[src/rtl/mrc_pkg.sv]
// Shared types, constants and helper functions for the multimeter reading converter.
// Depends on nothing; the other files in rtl, mrc_div apart, refer to it by scoped names.
package mrc_pkg;

    localparam int ADC_BITS_DEF = 12;
    localparam int COUNT_W      = 12;
    localparam int SW_W         = 6;
    localparam int VREF_W       = 20;
    localparam int RATIO_W      = 8;
    localparam int PAR_W        = 24;
    localparam int MEAS_W       = 48;
    localparam int MAG_W        = 47;
    localparam int SUPPLY_W     = 32;
    localparam int RANGE_W      = 3;
    localparam int STATUS_W     = 2;
    localparam int GAIN_W       = 5;
    localparam int SCALE_W      = 18;
    localparam int DEN2_W       = 19;
    localparam int RX_W         = 52;
    localparam int PQ_W         = 40;
    localparam int DD_W         = 41;
    localparam int PROD_W       = 64;
    localparam int PADDR_W      = 4;
    localparam int PDATA_W      = 32;

    localparam int DIV1_BPS = 4;
    localparam int DIV2_BPS = 4;
    localparam int DIV3_BPS = 2;

    localparam int TWO_Q16      = 131072;
    localparam int TWO_HALF_Q16 = 163840;

    localparam logic [MAG_W-1:0]   MAG_MAX   = '1;
    localparam logic [VREF_W-1:0]  VREF_RST  = 20'd78971;
    localparam logic [RATIO_W-1:0] RATIO_RST = 8'd13;
    localparam logic [PAR_W-1:0]   PAR_RST   = 24'd2000000;

    localparam logic [1:0] REG_VREF  = 2'd0;
    localparam logic [1:0] REG_RATIO = 2'd1;
    localparam logic [1:0] REG_PAR   = 2'd2;

    localparam logic [STATUS_W-1:0] ST_OK      = 2'd0;
    localparam logic [STATUS_W-1:0] ST_REFZERO = 2'd1;
    localparam logic [STATUS_W-1:0] ST_OPEN    = 2'd2;
    localparam logic [STATUS_W-1:0] ST_SAT     = 2'd3;

    localparam logic [RANGE_W-1:0] RANGE_2V   = 3'd0;
    localparam logic [RANGE_W-1:0] RANGE_10V  = 3'd1;
    localparam logic [RANGE_W-1:0] RANGE_50V  = 3'd2;
    localparam logic [RANGE_W-1:0] RANGE_1K   = 3'd3;
    localparam logic [RANGE_W-1:0] RANGE_10K  = 3'd4;
    localparam logic [RANGE_W-1:0] RANGE_100K = 3'd5;
    localparam logic [RANGE_W-1:0] RANGE_1M   = 3'd6;

    typedef struct packed {
        logic [RANGE_W-1:0] range;
        logic               ref_zero;
    } front_side_t;

    typedef struct packed {
        logic [RANGE_W-1:0]  range;
        logic                ref_zero;
        logic                neg;
        logic                pole;
        logic [SUPPLY_W-1:0] supply;
        logic                sup_sat;
        logic [MAG_W-1:0]    vmag;
        logic                vsat;
    } mid_side_t;

    typedef struct packed {
        mid_side_t mid;
        logic      dd_zero;
        logic      ovf;
    } solve_side_t;

    function automatic logic [RANGE_W-1:0] pick_range(input logic [SW_W-1:0] sw);
        logic [RANGE_W-1:0] r;
        if (sw[0])      r = RANGE_2V;
        else if (sw[1]) r = RANGE_10V;
        else if (sw[2]) r = RANGE_50V;
        else if (sw[3]) r = RANGE_10K;
        else if (sw[4]) r = RANGE_100K;
        else if (sw[5]) r = RANGE_1M;
        else            r = RANGE_1K;
        return r;
    endfunction

    function automatic logic [GAIN_W-1:0] volt_gain(input logic [RANGE_W-1:0] r);
        logic [GAIN_W-1:0] g;
        case (r)
            RANGE_10V: g = 5'd5;
            RANGE_50V: g = 5'd25;
            default:   g = 5'd1;
        endcase
        return g;
    endfunction

    function automatic logic [SCALE_W-1:0] ohm_scale(input logic [RANGE_W-1:0] r);
        logic [SCALE_W-1:0] s;
        case (r)
            RANGE_10K:  s = 18'd2000;
            RANGE_100K: s = 18'd20000;
            RANGE_1M:   s = 18'd200000;
            default:    s = 18'd200;
        endcase
        return s;
    endfunction

endpackage

[src/rtl/mrc_mid.sv]
// Middle stage: input voltage, supply saturation, voltage-range scaling and the
// divider numerator and denominator for resistance. Depends on mrc_pkg.
module mrc_mid #(
    parameter int ADC_BITS = mrc_pkg::ADC_BITS_DEF
) (
    input  logic                                clk,
    input  logic                                rst_n,
    input  logic                                in_valid,
    output logic                                in_ready,
    input  logic [1:0][((ADC_BITS < mrc_pkg::COUNT_W) ? ADC_BITS : mrc_pkg::COUNT_W)
                       + mrc_pkg::VREF_W + mrc_pkg::RATIO_W - 1:0] in_quo,
    input  mrc_pkg::front_side_t                in_side,
    output logic                                out_valid,
    input  logic                                out_ready,
    output logic [mrc_pkg::DEN2_W-1:0]          out_den,
    output logic [mrc_pkg::RX_W-1:0]            out_num,
    output mrc_pkg::mid_side_t                  out_side
);

    localparam int CNT_W = (ADC_BITS < mrc_pkg::COUNT_W) ? ADC_BITS : mrc_pkg::COUNT_W;
    localparam int VN_W  = CNT_W + mrc_pkg::VREF_W;
    localparam int SN_W  = VN_W + mrc_pkg::RATIO_W;
    localparam int V_W   = VN_W + 2;
    localparam int D_W   = V_W + 1;
    localparam int VM_W  = V_W + mrc_pkg::GAIN_W;
    localparam int N2_W  = 2 * mrc_pkg::SCALE_W;

    logic                               en;
    logic                               valid_reg;
    logic signed [V_W-1:0]              v;
    logic [V_W-1:0]                     vmag;
    logic [VM_W-1:0]                    vm_full;
    logic signed [D_W-1:0]              den;
    logic [N2_W-1:0]                    num2;
    logic [SN_W-1:0]                    sq;
    mrc_pkg::mid_side_t                 side_next;
    mrc_pkg::mid_side_t                 side_reg;
    logic [mrc_pkg::DEN2_W-1:0]         den_reg;
    logic [mrc_pkg::RX_W-1:0]           num_reg;

    assign en = !valid_reg || out_ready;

    always_comb
    begin
        v       = $signed({1'b0, in_quo[0][VN_W-1:0], 1'b0}) - $signed(V_W'(mrc_pkg::TWO_Q16));
        vmag    = v[V_W-1] ? V_W'(-v) : V_W'(v);
        vm_full = VM_W'(vmag) * VM_W'(mrc_pkg::volt_gain(in_side.range));
        den     = $signed(D_W'(mrc_pkg::TWO_HALF_Q16)) - D_W'(v);
        num2    = N2_W'(vmag[mrc_pkg::SCALE_W-1:0]) * N2_W'(mrc_pkg::ohm_scale(in_side.range));
        sq      = in_quo[1];

        side_next.range    = in_side.range;
        side_next.ref_zero = in_side.ref_zero;
        side_next.neg      = v[V_W-1];
        side_next.pole     = den[D_W-1] || (den == '0);
        side_next.sup_sat  = |sq[SN_W-1:mrc_pkg::SUPPLY_W];
        side_next.supply   = side_next.sup_sat ? '1 : sq[mrc_pkg::SUPPLY_W-1:0];
        side_next.vsat     = 64'(vm_full) > 64'(mrc_pkg::MAG_MAX);
        side_next.vmag     = side_next.vsat ? mrc_pkg::MAG_MAX : mrc_pkg::MAG_W'(vm_full);
    end

    always_ff @(posedge clk or negedge rst_n)
    begin
        if (!rst_n)
        begin
            valid_reg <= 1'b0;
        end
        else if (en)
        begin
            valid_reg <= in_valid;
        end
    end

    always_ff @(posedge clk)
    begin
        if (en)
        begin
            side_reg <= side_next;
            den_reg  <= den[mrc_pkg::DEN2_W-1:0];
            num_reg  <= {num2, 16'd0};
        end
    end

    assign in_ready  = en;
    assign out_valid = valid_reg;
    assign out_den   = den_reg;
    assign out_num   = num_reg;
    assign out_side  = side_reg;

endmodule

[config.mk]
export PLATFORM = sky130hd
export DESIGN_NAME = mrc_mid
export DESIGN_NICKNAME = d
export VERILOG_FILES = /design/src/rtl/mrc_pkg.sv /design/src/rtl/mrc_mid.sv
export SDC_FILE = /design/constraint.sdc
export NUM_CORES = 1
export LEC_CHECK = 0
export ABC_AREA = 1
export ABC_CLOCK_PERIOD_IN_PS = 6000
export BUFFER_PORTS_ARGS = -buffer_cell sky130_fd_sc_hd__buf_2
export CAP_MARGIN = 20
export CELL_PAD_IN_SITES_DETAIL_PLACEMENT = 1
export CELL_PAD_IN_SITES_GLOBAL_PLACEMENT = 1
export CORE_MARGIN = 5
export CORE_UTILIZATION = 30
export DETAILED_ROUTE_END_ITERATION = 8
export PLACE_DENSITY = 0.61
export SYNTH_ARGS = -nofsm -noshare
export SYNTH_HDL_FRONTEND = slang
export SYNTH_SLANG_ARGS = --single-unit
[constraint.sdc]
create_clock -name clk -period 6 [get_ports clk]
set_input_delay 1.2 -clock clk [delete_from_list [all_inputs] [get_ports clk]]
set_output_delay 1.2 -clock clk [all_outputs]
set_load 0.02 [all_outputs]
== After elaboration in Yosys (flattened, before gate mapping) ==
Cells that the tools add are included.
Widths: inputs -> output; s select.
Word-level totals
  bits in registers: 134
  logic and storage cells: 28
Operators by class
  add/sub/neg operators: 3
  multipliers: 2
  equal/unequal tests: 5
  mux-type cells: 3
  reductions and logical operators: 5
Operator list (number)
  $pmux 18 s3: 1
  $mul 34x5->39: 1
  $mul 18x18->36: 1
  $logic_not 35->1: 1
  $sub 19x34->35 const A: 1
  $mux 34: 1
  $neg 34->34: 1
  $sub 33x18->34 const B: 1
  $pmux 5 s2: 1
  $eq 3x3->1 const B: 3
  $reduce_or 8->1: 1
  $eq 3x1->1 const B: 1
  $eq 3x2->1 const B: 1
  $logic_or 1x1->1: 2
  $logic_not 1->1: 1

== Logic depth before layout (Yosys ltp) ==
  word-level depth: 4
  gate-level depth with buffers: 35
  depth with buffers taken out: 34

== Worst setup path after synthesis ==
Ideal clock, no wire load.
  path kind: input -> register
  start point: input in_quo[16] in the netlist's numbering
  end point: register num_reg (netlist bit out_num[49]) (data pin)
  setup time: 0.260 ns
  arrival: 7.550 ns
  slack: -1.810 ns
  stages on the path: 34
  buffers on the path: 1
  path through: inv_2 -> ha_1 -> nand2_1 -> nor2_1 -> inv_1 -> nor2_1 -> buf_2 -> nand2_1 -> o21ai_2 -> nor2_1 -> fa_1 -> inv_1 -> fa_1 -> inv_1 -> fa_1 -> inv_1 -> fa_1 -> inv_1 -> fa_1 -> inv_1 -> fa_1 -> inv_1 -> ha_1 -> a21oi_1 -> o21ai_0 -> nand2_1 -> nand2_1 -> o21ai_0 -> nand2_1 -> a21oi_1 -> o21ai_0 -> nand2_1 -> nand2_1 -> xor2_1
Between the ends
  cells in the longest elaborated chain, start to end: 4
Ends and longest elaborated chain
  start, declared: RTL line mrc_mid.sv:11  | + mrc_pkg::VREF_W + mrc_pkg::RATIO_W - 1:0] in_quo,
  $sub 33x18->34 (*): RTL line mrc_mid.sv:45  | v = $signed({1'b0, in_quo[0][VN_W-1:0], 1'b0}) - $signed(V_W'(mrc_pkg::TWO_Q16));
  $neg 34->34: RTL line mrc_mid.sv:46  | vmag = v[V_W-1] ? V_W'(-v) : V_W'(v);
  $mux 34 (*): RTL line mrc_mid.sv:46
  $mul 18x18->36 (*): RTL line mrc_mid.sv:49  | num2 = N2_W'(vmag[mrc_pkg::SCALE_W-1:0]) * N2_W'(mrc_pkg::ohm_scale(in_side.range));
  net num2[33]: RTL line mrc_mid.sv:34  | logic [N2_W-1:0] num2;
  end signal, assigned: RTL line mrc_mid.sv:80  | num_reg <= {num2, 16'd0};
  end, declared: RTL line mrc_mid.sv:39  | logic [mrc_pkg::RX_W-1:0] num_reg;
Mark *: on every way through the listed nets, which the timed path passes. The rest lies on a longest branch.
A chain may end at the register's enable or synchronous reset.

== Worst setup path in the final report ==
Same ends and word-level chain as after synthesis.

==> summary.md <==
| Metric | Value |
|---|---|
| Core area | `0.0579 sq mm` |
| Reg-to-Reg Start | `out_valid` |
| Post-route DRC | `0` |
| Final period utilization | `1.20` |
| Vias in the first global route | `18.2k` |
| Worst Setup End Kind | `flip-flop` |
| Row count | `between 80 and 90` |
| Gr ovfl total | `0` |
| Final setup violation count | `24` |
| CP max stage delay | `0.61 ns` |
| Chip width | `252 um` |
| Clock skew | `0.0116 ns` |
| Power Dens Cells | `333 mW/mm^2` |
| # port buffers | `208` |
| CTS sink count | `127` |
| Failing checks | `negative setup slack` |
| Die ar. | `~0.064 sq mm` |
| Min Tclk post-route | `7.21 ns` |
| Routed wire per std cell | `about 17 um` |
| DR vias | `between 15k and 20k` |
| Sequential-to-total area share from yosys stat | `0.217` |
| Yosys reg bits | `about 130` |
| RSZ-0062 raised after global routing | `true` |
| CTS tree | `done` |
| Crit path launch type | `primary input` |
| Avg Synthesized Cell Area | `8.40 sq um` |
| Detail Placement HPWL | `50500 um` |
| Drt initial violations | `621` |
| Worst slew pin tran | `0.780 ns` |
| Final hold viol count | `0` |
| Buf/Inv on CP | `8` |
| First-pass GRT wire length | `96300 um` |
| Post-Syn Area | `between 0.015 and 0.02 sq mm` |
| Total power | `8.44 mW` |
| Setup crit start | `in_quo[16]` |
| Worst Slack Setup Final | `-1.21 ns` |
| Worst skew pair latency | `roughly 0.49 ns` |
| CTS Buf Count | `17` |
| Top delay family on crit path | `adder cells` |
| GR Util All Layers | `0.190` |
| GPL Wtd Cong | `0.893` |
| Post-layout util | `0.438` |
| N_diodes | `0` |
| Initial antenna violation count | `0` |
| Final wirelength | `between 50000 and 60000 um` |
| Nets | `3328` |
| Status | `complete, but fails checks` |
| Worst-path clk slew | `0.07 ns` |
| Mapped Cells | `2094` |
| # IOs | `248` |
| Largest net degree at the start of global routing | `99` |
| Crit-path max FO | `5` |
| Initial core utilization | `0.304` |
| Highest-delay cell along the critical path | `fa_1` |
| Slew margin rel. | `0.478` |
| Router iterations before antenna repair | `4` |
| Die Ht | `252 um` |
| Vias per cell | `4.47` |
| Final ANT Viol Nets | `0` |
| Clock H-tree levels | `4` |
| Max Cap Viol | `0` |
| Synth top area share | `0.230` |
| Area contributors post-synth | `fa_1 (23%), edfxtp_1 (22%), ha_1 (16%)` |
| Fraction of layout cells with a size suffix above 1 | `0.364` |
| Syn. warnings | `0` |
| Fmax | `139 MHz` |
| Hold WC Path Type | `primary input to asynchronous set/reset pin` |
| Synth cell types | `48` |
| Synth area leader | `fa_1` |
| CTS root buf | `clkbuf_16` |
| Crit path DAT | `7.43 ns` |
| Required @ worst endpoint | `~6.2 ns` |
| Post-CTS Hold Fix Bufs | `0` |
| Hold slack final | `a little under 0.5 ns` |
| Fin. max-slew vios | `0` |
| Static leakage | `13.3 nW` |
| Worst vdd ir | `approximately 360 uV` |
| Crit Path Category | `primary input to flip-flop` |
| CTS max path bufs | `2` |
| Most used cell, CP | `fa_1` |
| Area growth from synthesis to final layout | `44.3%` |
[worst register-to-register path: stages (launching register included)]
cell and delay, ns:
dfrtp_1 0.41, nand2_4 0.43, buf_12 0.47
[per-layer routing]
| metal | track usage | vias to the layer above | wire [um] |
|---|---|---|---|
| li1 | - | 7859 | - |
| met1 | 0.248 | 7950 | 27100 |
| met2 | 0.335 | 203 | 30400 |
| met3 | 0.0278 | 46 | 1570 |
| met4 | 0.0419 | 0 | 897 |
| met5 | 0 | - | 0 |
[state kept, by name, indices dropped and copies added, names as in the netlist]
name,cells
out_den,17
out_valid,1
out_side,77
out_num,32
[layout make-up]
| type | instances | area (sq um) |
|---|---|---|
| clock buffers | 18 | 439 |
| fillers | 6962 | 32500 |
| flip-flops and latches | 127 | 3810 |
| repair buffers | 729 | 5250 |
| well taps | 765 | 957 |
| inverters | 475 | 1810 |
| clock inverters | 14 | 146 |
| multi-input cells | 1467 | 13000 |
[worst paths after layout]
check / endpoint / cells past startpoint / slack (ns)
max reg2reg: out_side[84] / 2 / 4.17
max: out_num[49] / 32 / -1.21
min reg2reg: out_num[27] / 1 / 1.03
min: out_valid / 1 / 0.48
max in group asynchronous: out_valid / 1 / 5.44
min in group clk: out_side[83] / 1 / 0.89
[cell usage in the layout, fill, tap and decap left out, types with 11 or more instances in the layout]
cell type | Yosys | final
a21oi_2 | 0 | 21
inv_1 | 465 | 439
clkbuf_16 | 0 | 17
ha_1 | 221 | 193
nor2_2 | 13 | 34
inv_2 | 2 | 26
nand4_1 | 12 | 12
nand3_1 | 58 | 54
xor2_1 | 49 | 47
or2_2 | 32 | 32
fa_1 | 202 | 199
nor2_1 | 253 | 210
nand2_1 | 374 | 343
buf_2 | 4 | 206
o21ai_0 | 47 | 23
nand2_2 | 1 | 22
a21oi_1 | 69 | 39
edfxtp_1 | 126 | 126
o21a_1 | 11 | 11
buf_4 | 32 | 484
nor2_4 | 2 | 24
ha_4 | 0 | 27
xnor2_1 | 21 | 20
conb_1 | 2 | 35
buf_6 | 0 | 25
o21ai_2 | 8 | 16
[stage by stage]
stage                     instance area [sq um]  cells  setup WS [ns]  setup TNS [ns]
after floorplan                           18100   2127          -1.34          -19.21
after global placement                    23300   3511          -1.79          -50.05
after detailed placement                  23300   3511          -2.01          -56.55
after CTS                                 24800   3574          -1.14          -17.29
after global routing                      25400   3595          -1.42          -24.31
final                                     25400   3595          -1.21          -20.25
[report_power, final]
part           leakage, nW  internal, mW  switching [mW]
clock                0.288         0.596           0.497
combinational         11.8          2.85            3.19
sequential            1.19          1.26          0.0375
total                 13.3          4.71            3.73
[cells in the mapped netlist, drive strengths merged]
cell	n
inv	468
nand2	375
nor2	268
ha	221
fa	202
edfxtp	126
a21oi	69
nand3	61
o21ai	55
xor2	50
buf	36
or2	32
clkbuf	22
xnor2	21
nand4	12
nor3	12
o21a	11
nor4	8
clkinv	7
o21bai	7
a31oi	6
a21o	4
nand3b	3
o211ai	3
a221oi	2
conb	2
a21boi	1
a41oi	1
and2	1
dfrtp	1
nor4b	1
o2111ai	1
o221a	1
o221ai	1
o311ai	1
o31ai	1
or4	1
[kinds of logic after synthesis]
logic type	synth area share
fa+ha+maj	0.387
other cells	0.000427
xor+xnor	0.0358
buf+inv	0.121
flops	0.217
compound gates	0.0547
simple gates	0.184
[what timing repair did]
action | in CTS | in global routing
setup endpoints to repair | 44 | 42
setup buffers | 29 | 22
pin swaps | 101 | 66
resized for setup | 136 | 103
gates cloned | 3 | 0
hold endpoints to repair | 0 | 0
Note: power is estimated with default switching activity, not from simulation.
